File: config.mk
export PLATFORM = sky130hd
export DESIGN_NAME = rpn_integer_evaluator_flat
export DESIGN_NICKNAME = d
export VERILOG_FILES = /design/src/hw/rtl/rpn_pkg.sv /design/src/hw/rtl/rpn_if.sv /design/src/hw/rtl/rpn_front.sv /design/src/hw/rtl/rpn_tokq.sv /design/src/hw/rtl/rpn_div.sv /design/src/hw/rtl/rpn_back.sv /design/src/hw/rtl/rpn_integer_evaluator.sv /design/src/flat_wrapper.sv
export VERILOG_INCLUDE_DIRS = /design/src /design/src/hw/rtl
export SDC_FILE = /design/constraint.sdc
export NUM_CORES = 2
export LEC_CHECK = 0
export BUFFER_PORTS_ARGS = -buffer_cell sky130_fd_sc_hd__buf_2
export CORE_MARGIN = 8
export CORE_UTILIZATION = 58
export DETAILED_ROUTE_END_ITERATION = 16
export PLACE_DENSITY = 0.74
export SYNTH_ARGS = -nofsm -noshare
export SYNTH_HDL_FRONTEND = slang
export SYNTH_SLANG_ARGS = --single-unit
File: constraint.sdc
create_clock -name clock -period 9 [get_ports clock]
set_input_delay 1.35 -clock clock [delete_from_list [all_inputs] [get_ports clock]]
set_output_delay 1.35 -clock clock [all_outputs]
set_load 0.1 [all_outputs]
File: src/hw/rtl/rpn_integer_evaluator_macros.svh
// Assertion macros used by the evaluator RTL
`ifndef RPN_INTEGER_EVALUATOR_MACROS_SVH
`define RPN_INTEGER_EVALUATOR_MACROS_SVH

// Same-cycle implication, disabled while reset is high
`define RPN_ASSERT_IMPL(label, clk, rst, ante, cons, msg) \
   label: assert property (@(posedge clk) disable iff (rst) (ante) |-> (cons)) \
      else $error(msg);

// Next-cycle implication, disabled while reset is high
`define RPN_ASSERT_NEXT(label, clk, rst, ante, cons, msg) \
   label: assert property (@(posedge clk) disable iff (rst) (ante) |=> (cons)) \
      else $error(msg);

`endif

File: src/hw/rtl/rpn_pkg.sv
// Package: widths, character codes, status codes and token types of the evaluator
`timescale 1ns / 1ps
`default_nettype none

package rpn_pkg;

   localparam int STACK_DEPTH_DEF = 64;
   localparam int DATA_W          = 32;
   localparam int CHAR_W          = 8;
   localparam int STATUS_W        = 3;
   localparam int DIGIT_W         = 4;
   localparam int QUEUE_DEPTH     = 4;

   // Characters of the expression stream
   localparam logic [CHAR_W-1:0] CHAR_0     = 8'h30;
   localparam logic [CHAR_W-1:0] CHAR_9     = 8'h39;
   localparam logic [CHAR_W-1:0] CHAR_PLUS  = 8'h2B;
   localparam logic [CHAR_W-1:0] CHAR_MINUS = 8'h2D;
   localparam logic [CHAR_W-1:0] CHAR_STAR  = 8'h2A;
   localparam logic [CHAR_W-1:0] CHAR_SLASH = 8'h2F;
   localparam logic [CHAR_W-1:0] CHAR_EQUAL = 8'h3D;
   localparam logic [CHAR_W-1:0] CHAR_SPACE = 8'h20;
   localparam logic [CHAR_W-1:0] CHAR_TAB   = 8'h09;
   localparam logic [CHAR_W-1:0] CHAR_CR    = 8'h0D;

   // Result status codes
   localparam logic [STATUS_W-1:0] STATUS_VALUE    = 3'd0;
   localparam logic [STATUS_W-1:0] STATUS_TOO_MANY = 3'd1;
   localparam logic [STATUS_W-1:0] STATUS_TOO_FEW  = 3'd2;
   localparam logic [STATUS_W-1:0] STATUS_DIV_ZERO = 3'd3;
   localparam logic [STATUS_W-1:0] STATUS_OVERFLOW = 3'd4;
   localparam logic [STATUS_W-1:0] STATUS_BAD_CHAR = 3'd5;

   typedef enum logic [2:0] {
      TOK_DIGIT,
      TOK_ADD,
      TOK_SUB,
      TOK_MUL,
      TOK_DIV,
      TOK_EQUAL,
      TOK_BAD,
      TOK_SPACE
   } tok_kind_type;

   typedef struct packed {
      tok_kind_type       kind;
      logic [DIGIT_W-1:0] digit;
   } token_type;

   typedef struct packed {
      logic      valid;
      token_type token;
   } tokq_head_type;

endpackage

`default_nettype wire

File: src/hw/rtl/rpn_if.sv
// Interfaces: character request channel and result channel
`timescale 1ns / 1ps
`default_nettype none

interface rpn_req_if import rpn_pkg::*; ();
   logic              valid;
   logic              ready;
   logic [CHAR_W-1:0] char_byte;

   modport source (output valid, output char_byte, input ready);
   modport sink   (input valid, input char_byte, output ready);
endinterface

interface rpn_rsp_if import rpn_pkg::*; ();
   logic                       valid;
   logic                       ready;
   logic [STATUS_W-1:0]        status;
   logic signed [DATA_W-1:0]   result_value;

   modport source (output valid, output status, output result_value, input ready);
   modport sink   (input valid, input status, input result_value, output ready);
endinterface

`default_nettype wire

File: src/hw/rtl/rpn_front.sv
// Front end: accepts characters, classifies them and drops whitespace
`timescale 1ns / 1ps
`default_nettype none

module rpn_front import rpn_pkg::*; (
   rpn_req_if.sink          req_chan,
   input  logic             q_full,
   output logic             q_push,
   output token_type        q_token
);

   logic [CHAR_W-1:0] digit_off;

   assign digit_off = req_chan.char_byte - CHAR_0;

   // Classify the incoming character
   always_comb begin
      q_token.digit = digit_off[DIGIT_W-1:0];
      unique case (req_chan.char_byte) inside
         [CHAR_0:CHAR_9]:          q_token.kind = TOK_DIGIT;
         CHAR_PLUS:                q_token.kind = TOK_ADD;
         CHAR_MINUS:               q_token.kind = TOK_SUB;
         CHAR_STAR:                q_token.kind = TOK_MUL;
         CHAR_SLASH:               q_token.kind = TOK_DIV;
         CHAR_EQUAL:               q_token.kind = TOK_EQUAL;
         CHAR_SPACE, [CHAR_TAB:CHAR_CR]: q_token.kind = TOK_SPACE;
         default:                  q_token.kind = TOK_BAD;
      endcase
   end

   // Take an item whenever the queue has room; whitespace never enters it
   assign req_chan.ready = !q_full;
   assign q_push         = req_chan.valid && !q_full && (q_token.kind != TOK_SPACE);

endmodule

`default_nettype wire

File: src/hw/rtl/rpn_tokq.sv
// Token queue between the front end and the execution unit
`timescale 1ns / 1ps
`default_nettype none

module rpn_tokq import rpn_pkg::*; (
   input  logic          clock,
   input  logic          reset,
   input  logic          push,
   input  token_type     push_token,
   output logic          full,
   input  logic          pop,
   output tokq_head_type head
);

   localparam int PtrW = $clog2(QUEUE_DEPTH);

   token_type         slot_ff [QUEUE_DEPTH];
   logic [PtrW:0]     wr_ptr_ff, wr_ptr_in;
   logic [PtrW:0]     rd_ptr_ff, rd_ptr_in;
   logic              empty;

   assign empty = (wr_ptr_ff == rd_ptr_ff);
   assign full  = (wr_ptr_ff[PtrW] != rd_ptr_ff[PtrW]) &&
                  (wr_ptr_ff[PtrW-1:0] == rd_ptr_ff[PtrW-1:0]);

   assign head.valid = !empty;
   assign head.token = slot_ff[rd_ptr_ff[PtrW-1:0]];

   // Advance pointers
   always_comb begin
      wr_ptr_in = wr_ptr_ff;
      rd_ptr_in = rd_ptr_ff;
      if (push && !full) begin
         wr_ptr_in = wr_ptr_ff + 1'b1;
      end
      if (pop && !empty) begin
         rd_ptr_in = rd_ptr_ff + 1'b1;
      end
   end

   always_ff @(posedge clock) begin
      if (reset) begin
         wr_ptr_ff <= '0;
         rd_ptr_ff <= '0;
      end else begin
         wr_ptr_ff <= wr_ptr_in;
         rd_ptr_ff <= rd_ptr_in;
      end
   end

   // Store tokens
   always_ff @(posedge clock) begin
      if (push && !full) begin
         slot_ff[wr_ptr_ff[PtrW-1:0]] <= push_token;
      end
   end

endmodule

`default_nettype wire

File: src/hw/rtl/rpn_div.sv
// Radix-2 restoring divider, signed, quotient truncated toward zero
`timescale 1ns / 1ps
`default_nettype none

module rpn_div import rpn_pkg::*; (
   input  logic              clock,
   input  logic              reset,
   input  logic              start,
   input  logic [DATA_W-1:0] dividend,
   input  logic [DATA_W-1:0] divisor,
   output logic              done,
   output logic [DATA_W-1:0] quotient
);

   localparam int StepW = $clog2(DATA_W);

   logic              busy_ff, busy_in;
   logic              done_ff, done_in;
   logic [StepW-1:0]  step_ff, step_in;
   logic [DATA_W-1:0] rem_ff, rem_in;
   logic [DATA_W-1:0] quo_ff, quo_in;
   logic [DATA_W-1:0] dmag_ff, dmag_in;
   logic              neg_ff, neg_in;
   logic [DATA_W:0]   shifted;
   logic [DATA_W:0]   trial;

   // One quotient bit per cycle
   assign shifted = {rem_ff, quo_ff[DATA_W-1]};
   assign trial   = shifted - {1'b0, dmag_ff};

   always_comb begin
      busy_in = busy_ff;
      done_in = 1'b0;
      step_in = step_ff;
      rem_in  = rem_ff;
      quo_in  = quo_ff;
      dmag_in = dmag_ff;
      neg_in  = neg_ff;
      if (start) begin
         busy_in = 1'b1;
         step_in = '0;
         rem_in  = '0;
         quo_in  = dividend[DATA_W-1] ? (-dividend) : dividend;
         dmag_in = divisor[DATA_W-1] ? (-divisor) : divisor;
         neg_in  = dividend[DATA_W-1] ^ divisor[DATA_W-1];
      end else if (busy_ff) begin
         if (!trial[DATA_W]) begin
            rem_in = trial[DATA_W-1:0];
            quo_in = {quo_ff[DATA_W-2:0], 1'b1};
         end else begin
            rem_in = shifted[DATA_W-1:0];
            quo_in = {quo_ff[DATA_W-2:0], 1'b0};
         end
         step_in = step_ff + 1'b1;
         if (step_ff == '1) begin
            busy_in = 1'b0;
            done_in = 1'b1;
         end
      end
   end

   always_ff @(posedge clock) begin
      if (reset) begin
         busy_ff <= 1'b0;
         done_ff <= 1'b0;
      end else begin
         busy_ff <= busy_in;
         done_ff <= done_in;
      end
   end

   always_ff @(posedge clock) begin
      step_ff <= step_in;
      rem_ff  <= rem_in;
      quo_ff  <= quo_in;
      dmag_ff <= dmag_in;
      neg_ff  <= neg_in;
   end

   // Apply the sign on the way out
   assign done     = done_ff;
   assign quotient = neg_ff ? (-quo_ff) : quo_ff;

endmodule

`default_nettype wire

File: src/hw/rtl/rpn_back.sv
// Execution unit: operand stack, arithmetic and the result register
`timescale 1ns / 1ps
`default_nettype none
`include "rpn_integer_evaluator_macros.svh"

module rpn_back import rpn_pkg::*; #(
   parameter int STACK_DEPTH = STACK_DEPTH_DEF
) (
   input  logic          clock,
   input  logic          reset,
   input  tokq_head_type head,
   output logic          pop,
   rpn_rsp_if.source     rsp_chan
);

   localparam int CountW = $clog2(STACK_DEPTH + 1);
   localparam int AddrW  = $clog2(STACK_DEPTH);

   typedef enum logic [3:0] {
      S_IDLE = 4'b0001,
      S_MUL  = 4'b0010,
      S_DIV  = 4'b0100,
      S_LOAD = 4'b1000
   } state_type;

   state_type           state_ff, state_in;
   logic [CountW-1:0]   count_ff, count_in;
   logic                err_ff, err_in;
   logic [DATA_W-1:0]   top_ff, top_in;
   logic [DATA_W-1:0]   next_ff, next_in;
   logic [DATA_W-1:0]   prod_ff, prod_in;
   logic [DATA_W-1:0]   stack_ff [STACK_DEPTH];
   logic [DATA_W-1:0]   rd_data_ff;
   logic                rsp_valid_ff, rsp_valid_in;
   logic [STATUS_W-1:0] rsp_status_ff, rsp_status_in;
   logic [DATA_W-1:0]   rsp_value_ff, rsp_value_in;

   logic                out_free;
   logic                emit;
   logic [STATUS_W-1:0] emit_status;
   logic [DATA_W-1:0]   emit_value;
   logic                mem_we;
   logic [AddrW-1:0]    mem_waddr;
   logic                rd_en;
   logic [AddrW-1:0]    rd_addr;
   logic                wb;
   logic [DATA_W-1:0]   wb_value;
   logic                div_start;
   logic                div_done;
   logic [DATA_W-1:0]   div_quot;

   rpn_div u_div (
      .clock    (clock),
      .reset    (reset),
      .start    (div_start),
      .dividend (next_ff),
      .divisor  (top_ff),
      .done     (div_done),
      .quotient (div_quot)
   );

   // Top two operands live in registers; deeper ones in the memory
   assign out_free  = !rsp_valid_ff || rsp_chan.ready;
   assign mem_waddr = AddrW'(count_ff - CountW'(2));
   assign rd_addr   = AddrW'(count_ff - CountW'(3));

   // Execute tokens
   always_comb begin
      state_in    = state_ff;
      count_in    = count_ff;
      err_in      = err_ff;
      top_in      = top_ff;
      next_in     = next_ff;
      prod_in     = prod_ff;
      pop         = 1'b0;
      emit        = 1'b0;
      emit_status = STATUS_VALUE;
      emit_value  = '0;
      mem_we      = 1'b0;
      rd_en       = 1'b0;
      wb          = 1'b0;
      wb_value    = prod_ff;
      div_start   = 1'b0;

      unique case (state_ff)
         S_IDLE: begin
            if (head.valid && out_free) begin
               pop = 1'b1;
               unique case (head.token.kind)
                  TOK_DIGIT: begin
                     if (!err_ff) begin
                        if (count_ff == CountW'(STACK_DEPTH)) begin
                           emit        = 1'b1;
                           emit_status = STATUS_OVERFLOW;
                           err_in      = 1'b1;
                        end else begin
                           mem_we   = (count_ff >= CountW'(2));
                           next_in  = top_ff;
                           top_in   = {{(DATA_W-DIGIT_W){1'b0}}, head.token.digit};
                           count_in = count_ff + 1'b1;
                        end
                     end
                  end
                  TOK_ADD, TOK_SUB, TOK_MUL, TOK_DIV: begin
                     if (!err_ff) begin
                        if (count_ff < CountW'(2)) begin
                           emit        = 1'b1;
                           emit_status = STATUS_TOO_FEW;
                           err_in      = 1'b1;
                        end else begin
                           case (head.token.kind)
                              TOK_ADD: begin
                                 wb       = 1'b1;
                                 wb_value = next_ff + top_ff;
                              end
                              TOK_SUB: begin
                                 wb       = 1'b1;
                                 wb_value = next_ff - top_ff;
                              end
                              TOK_MUL: begin
                                 prod_in  = next_ff * top_ff;
                                 state_in = S_MUL;
                              end
                              default: begin
                                 if (top_ff == '0) begin
                                    emit        = 1'b1;
                                    emit_status = STATUS_DIV_ZERO;
                                    err_in      = 1'b1;
                                 end else begin
                                    div_start = 1'b1;
                                    state_in  = S_DIV;
                                 end
                              end
                           endcase
                        end
                     end
                  end
                  TOK_EQUAL: begin
                     if (!err_ff) begin
                        emit = 1'b1;
                        if (count_ff == CountW'(1)) begin
                           emit_status = STATUS_VALUE;
                           emit_value  = top_ff;
                        end else begin
                           emit_status = STATUS_TOO_MANY;
                        end
                     end
                     count_in = '0;
                     err_in   = 1'b0;
                  end
                  TOK_BAD: begin
                     if (!err_ff) begin
                        emit        = 1'b1;
                        emit_status = STATUS_BAD_CHAR;
                        count_in    = '0;
                     end
                  end
                  default: begin
                  end
               endcase
            end
         end
         S_MUL: begin
            wb       = 1'b1;
            wb_value = prod_ff;
         end
         S_DIV: begin
            if (div_done) begin
               wb       = 1'b1;
               wb_value = div_quot;
            end
         end
         S_LOAD: begin
            next_in  = rd_data_ff;
            state_in = S_IDLE;
         end
         default: begin
            state_in = S_IDLE;
         end
      endcase

      // Write back a result; refill the second operand from memory
      if (wb) begin
         top_in   = wb_value;
         count_in = count_ff - 1'b1;
         if (count_ff >= CountW'(3)) begin
            rd_en    = 1'b1;
            state_in = S_LOAD;
         end else begin
            state_in = S_IDLE;
         end
      end
   end

   // Hold the result until taken
   always_comb begin
      rsp_valid_in  = rsp_valid_ff;
      rsp_status_in = rsp_status_ff;
      rsp_value_in  = rsp_value_ff;
      if (emit) begin
         rsp_valid_in  = 1'b1;
         rsp_status_in = emit_status;
         rsp_value_in  = emit_value;
      end else if (rsp_chan.ready) begin
         rsp_valid_in = 1'b0;
      end
   end

   always_ff @(posedge clock) begin
      if (reset) begin
         state_ff     <= S_IDLE;
         count_ff     <= '0;
         err_ff       <= 1'b0;
         rsp_valid_ff <= 1'b0;
      end else begin
         state_ff     <= state_in;
         count_ff     <= count_in;
         err_ff       <= err_in;
         rsp_valid_ff <= rsp_valid_in;
      end
   end

   always_ff @(posedge clock) begin
      top_ff        <= top_in;
      next_ff       <= next_in;
      prod_ff       <= prod_in;
      rsp_status_ff <= rsp_status_in;
      rsp_value_ff  <= rsp_value_in;
   end

   // Operand memory: one write port, one registered read port
   always_ff @(posedge clock) begin
      if (mem_we) begin
         stack_ff[mem_waddr] <= next_ff;
      end
      if (rd_en) begin
         rd_data_ff <= stack_ff[rd_addr];
      end
   end

   assign rsp_chan.valid        = rsp_valid_ff;
   assign rsp_chan.status       = rsp_status_ff;
   assign rsp_chan.result_value = rsp_value_ff;

   `RPN_ASSERT_IMPL(a_count_bound, clock, reset, 1'b1, count_ff <= CountW'(STACK_DEPTH), "stack count beyond depth")
   `RPN_ASSERT_IMPL(a_div_done_state, clock, reset, div_done, state_ff == S_DIV, "divider finished outside divide state")
   `RPN_ASSERT_IMPL(a_load_depth, clock, reset, state_ff == S_LOAD, count_ff >= CountW'(2), "refill with fewer than two operands")
   `RPN_ASSERT_IMPL(a_error_reported, clock, reset, $rose(err_ff), rsp_valid_ff && (rsp_status_ff != STATUS_VALUE), "error raised without a report")
   `RPN_ASSERT_NEXT(a_mul_writeback, clock, reset, state_ff == S_MUL, (state_ff == S_IDLE) || (state_ff == S_LOAD), "multiply did not write back")

endmodule

`default_nettype wire

File: src/hw/rtl/rpn_integer_evaluator.sv
// Top level: reverse Polish integer expression evaluator
//
// req_chan carries one ASCII character per item (valid/ready, taken when both
// are high). Digits push 0-9, + - * / combine the top two operands with 32-bit
// wrap (division truncates toward zero), '=' reports the value or "too many
// operands" and empties the stack. Whitespace is dropped on entry.
// rsp_chan carries at most one result item per character: a status code and
// result_value, which is zero for every status other than a value.
// A character waits in a four-entry token queue; the execution unit handles
// digits, '=', errors and + - directly, refills the second operand from the
// stack memory after an operation when three or more operands are held, uses
// a registered multiply for '*', and waits on '/' for the radix-2 divider,
// which produces one quotient bit per cycle.
// Reset clears the stack count, the error flag, the queue and the result
// valid flag; stack memory needs no clearing. A stalled rsp_chan holds its
// result, the execution unit then stops, and req_chan keeps taking items
// until the token queue is full.
`timescale 1ns / 1ps
`default_nettype none

module rpn_integer_evaluator import rpn_pkg::*; #(
   parameter int STACK_DEPTH = STACK_DEPTH_DEF
) (
   input  logic      clock,
   input  logic      reset,
   rpn_req_if.sink   req_chan,
   rpn_rsp_if.source rsp_chan
);

   logic          q_full;
   logic          q_push;
   token_type     q_token;
   logic          q_pop;
   tokq_head_type q_head;

   rpn_front u_front (
      .req_chan (req_chan),
      .q_full   (q_full),
      .q_push   (q_push),
      .q_token  (q_token)
   );

   rpn_tokq u_tokq (
      .clock      (clock),
      .reset      (reset),
      .push       (q_push),
      .push_token (q_token),
      .full       (q_full),
      .pop        (q_pop),
      .head       (q_head)
   );

   rpn_back #(
      .STACK_DEPTH (STACK_DEPTH)
   ) u_back (
      .clock    (clock),
      .reset    (reset),
      .head     (q_head),
      .pop      (q_pop),
      .rsp_chan (rsp_chan)
   );

endmodule

`default_nettype wire
File: src/flat_wrapper.sv
// flat-port wrapper written by rule: the top's interface ports become plain ports
module rpn_integer_evaluator_flat import rpn_pkg::*;
#(
   parameter int STACK_DEPTH = STACK_DEPTH_DEF
)
  (clock, reset, req_chan_valid, req_chan_char_byte, req_chan_ready, rsp_chan_valid, rsp_chan_status, rsp_chan_result_value, rsp_chan_ready);
  rpn_req_if req_chan_i ();
  rpn_rsp_if rsp_chan_i ();
  input  logic clock;
  input  logic reset;
  input wire logic [$bits(req_chan_i.valid)-1:0] req_chan_valid;
  input wire logic [$bits(req_chan_i.char_byte)-1:0] req_chan_char_byte;
  output wire logic [$bits(req_chan_i.ready)-1:0] req_chan_ready;
  output wire logic [$bits(rsp_chan_i.valid)-1:0] rsp_chan_valid;
  output wire logic [$bits(rsp_chan_i.status)-1:0] rsp_chan_status;
  output wire logic [$bits(rsp_chan_i.result_value)-1:0] rsp_chan_result_value;
  input wire logic [$bits(rsp_chan_i.ready)-1:0] rsp_chan_ready;
  assign req_chan_i.valid = req_chan_valid;
  assign req_chan_i.char_byte = req_chan_char_byte;
  assign req_chan_ready = req_chan_i.ready;
  assign rsp_chan_valid = rsp_chan_i.valid;
  assign rsp_chan_status = rsp_chan_i.status;
  assign rsp_chan_result_value = rsp_chan_i.result_value;
  assign rsp_chan_i.ready = rsp_chan_ready;
  rpn_integer_evaluator #(.STACK_DEPTH(STACK_DEPTH)) u_core (.clock(clock), .reset(reset), .req_chan(req_chan_i), .rsp_chan(rsp_chan_i));
endmodule
==> impl_metrics.toml <==
[status]
status = "finished, final reports clean"

[sta]
drv_slew = 0
slew_headroom = 0.0800
max_freq_mhz = 125
final-hold-violation-count = 0
finalSetupTns_ps = 0
rsz0062_at_grt = "false"
finalSetupViolCount = 0
whs_ps = 484
post-route-period-util = 0.891
tightestPinTransition_ps = 1370
skew_ps = 89.7
period_needed_ps = 8020

[setup_path]
worstPathArrival_ps = 8720
cpMostUsedCell = "fa_1"
crit_type = "reg2reg"
rr_startpoint = "u_core.u_back.next_ff[14]"
critPathMaxStageDelay_ps = 670
crit_chain = "buf_4, buf_4, and2_1, fa_1, fa_1, fa_1, inv_1, fa_1, inv_1, fa_1, fa_1, fa_1, fa_1, ha_1, a21o_1, a21o_1, a21oi_1, o21ai_0, a221oi_1, o211ai_1, or4_1, o2111ai_1"
crit_required_ps = 9710
crit_start = "u_core.u_back.next_ff[14]"
crit_fanout = 61
slowest_stage = "buf_4"
start_kind = "register"
end_kind = "register"

[yosys]
syn_area_mm2 = 0.112
synth-main-ff-cell = "edfxtp_1"
ys_warn_count = 0
synth_top_area_frac = 0.618
syn_inst = 6548
synth_edf_count = 2304
synth.area.top_cells = "edfxtp_1 62%, mux4_2 14%, fa_1 7.3%, ha_1 2.3%, and2_1 1.8%"
ys_types = 82
syn_nets = 7172
synth_most_common_cell = "edfxtp_1"
yosysTopAreaCell = "edfxtp_1"
ys_ff_latch = 2364
yosysSeqAreaShare = 0.629
ys_top_cells_by_count = "2,304 x edfxtp_1, 673 x mux4_2, 462 x inv_1"
synthArstFlopShare = 0
synth_area_per_cell_um2 = 17.1

[clock_tree]
hold_buffers = 0
cts_tree = "yes"
clk_pin_slew_worst_paths_ps = 60
clock_latency_ps = 900
htreeDepth = 4
cts_setup_buffers = 0
cts.path.max_buffers = 3
cts_made_buffers = 226
cts_resized = 0
cts_sinks = 2364
root_buffer = "clkbuf_16"

[floorplan]
die_area_mm2 = 0.207
core_area_mm2 = 0.192
die_y_um = 455
dieWidth_um = 455
core.rowCount = 161
pin_count = 49
initial_core_util = 0.583

[worst_hold_path]
hp-start = "u_core.u_back.u_div.rem_ff[31]"
hold_class = "reg2reg"

[power]
sw_frac_of_total = 0.396
clkPwrFrac = 0.201
p_switching_uw = 19200
ir_drop_v = 0.00109
power_frac_comb = 0.517
power_leakage_uw = 0.0419
p_total_uw = 48500
p_int_uw = 29300
seqPwrFrac = 0.281
power_density_mw_per_mm2 = 392

[drt]
wl_per_cell_um = 33.4
ant_nets = 0
vias_per_cell = 6.63
drc = 0
drtIter0Drc = 8174
drt_first_pass_iters = 7
vias = 62200
wl_um = 314000

[global_routing]
antenna_found_initial = 24
grt_pass1_vias = 63100
grt_pass1_wl_um = 448000
grt_use_total = 0.297
grt_overflow_total = 0
grt_max_degree = 138

[place]
io_buffers = 48
place.gp.congestion = 0.962
dp_hpwl_um = 186000
placed_cell_area_mm2 = 0.116

[layout]
area_growth_pct = 10.5
fin_area_mm2 = 0.124
drive_above_1_share = 0.204
nNetsFinal = 7281

[job]
max_cap_viol_count = 0
[power by group through the flow]
stage	sequential [µW]	combinational (µW)	clock (µW)
floorplan	14400	17500	0
global placement	13900	24300	0
detailed placement	13900	24800	0
CTS	13700	24900	9850
global route	13700	26900	10200
finish	13600	25100	9760
[layout by cell type, fill, tap and decap left out, drive strengths merged, types with 24 or more instances in the layout]
cell type and count:
edfxtp 2304, mux4 673, inv 476, fa 410, nand2 395, and2 325
clkbuf 270, buf 247, nor2 210, ha 202, xnor2 154, o21ai 144
a21oi 129, xor2 109, clkinv 97, dfxtp 60, a21o 46, o31ai 40
nor3 37, nand3 36, mux2i 34, mux2 32, or3 29, bufinv 28
nor2b 25, or4 24
[cell families after synthesis]
family | Yosys count | share of synthesized area
xor gates and xnor gates | 263 | 0.0206
muxes | 739 | 0.142
adders and majority gates | 612 | 0.0959
buffers and inverters | 829 | 0.0282
DFF | 2364 | 0.629
AOI/OAI and AO/OA | 561 | 0.0326
and+or+nand+nor | 1180 | 0.0525
[flip-flops by register name, indices dropped and copies added, names as in the netlist, named ones only]
signal	cells
u_core.u_back.next_ff	32
u_core.u_back.prod_ff	32
u_core.u_back.rsp_chan.status	3
u_core.u_back.state_ff	4
u_core.u_back.u_div.done	1
u_core.u_back.u_div.step_ff	5
u_core.u_back.u_div.quo_ff	32
u_core.u_back.u_div.busy_ff	1
u_core.u_back.stack_ff	2048
u_core.u_back.rd_data_ff	32
u_core.u_back.rsp_chan.valid	1
u_core.u_tokq.wr_ptr_ff	3
u_core.u_back.u_div.dmag_ff	32
u_core.u_back.count_ff	7
u_core.u_back.rsp_chan.result_value	32
u_core.u_back.top_ff	32
u_core.u_back.u_div.rem_ff	32
u_core.u_back.err_ff	1
u_core.u_tokq.rd_ptr_ff	3
u_core.u_back.u_div.neg_ff	1
u_core.u_tokq.slot_ff	28
[worst max-delay path, delay by kind of cell, from the launching register on]
kind	cells	cell delay, ps
AND/OR/NAND/NOR	2	690
buffers and inverters	4	1070
AO/OA/AOI/OAI	7	1520
adder cells (fa/ha/maj)	9	4260
flip-flops	1	320
[path summary, 6_finish.rpt]
check                              endpoint  slack (ps)  cells after the start
min reg2reg  u_core.u_back.u_div.rem_ff[31]         480                      2
min          u_core.u_back.u_div.rem_ff[31]         480                      2
max               u_core.u_back.prod_ff[30]         980                     22
max reg2reg       u_core.u_back.prod_ff[30]         980                     22
[metrics by stage]
step                worst slack [ps]   util  std cells
floorplan                        740      -       6548
global placement                1130  0.604       8955
detailed placement              1020  0.604       8955
CTS                             1090  0.644       9375
global route                     675  0.644       9377
finish                           982  0.644       9384
[cell type report]
type                            count  area (µm²)
Clock inverter                    150        1760
Fill cell                       13000       68400
Antenna cell                        9        22.5
Timing Repair Buffer              247        1830
Clock buffer                      270        5870
Inverter                          463        1740
Multi-Input combinational cell   3355       39000
Sequential cell                  2364       70400
Tap cell                         2526        3160
[layer usage]
layer / vias to the layer above / global-route usage / wire length [µm]
li1: 25100 / - / -
met1: 32400 / 0.400 / 116000
met2: 3971 / 0.468 / 147000
met3: 732 / 0.0712 / 34500
met4: 14 / 0.132 / 16300
met5: - / 0 / 101
No activity file was read; power rests on OpenSTA's default activity.
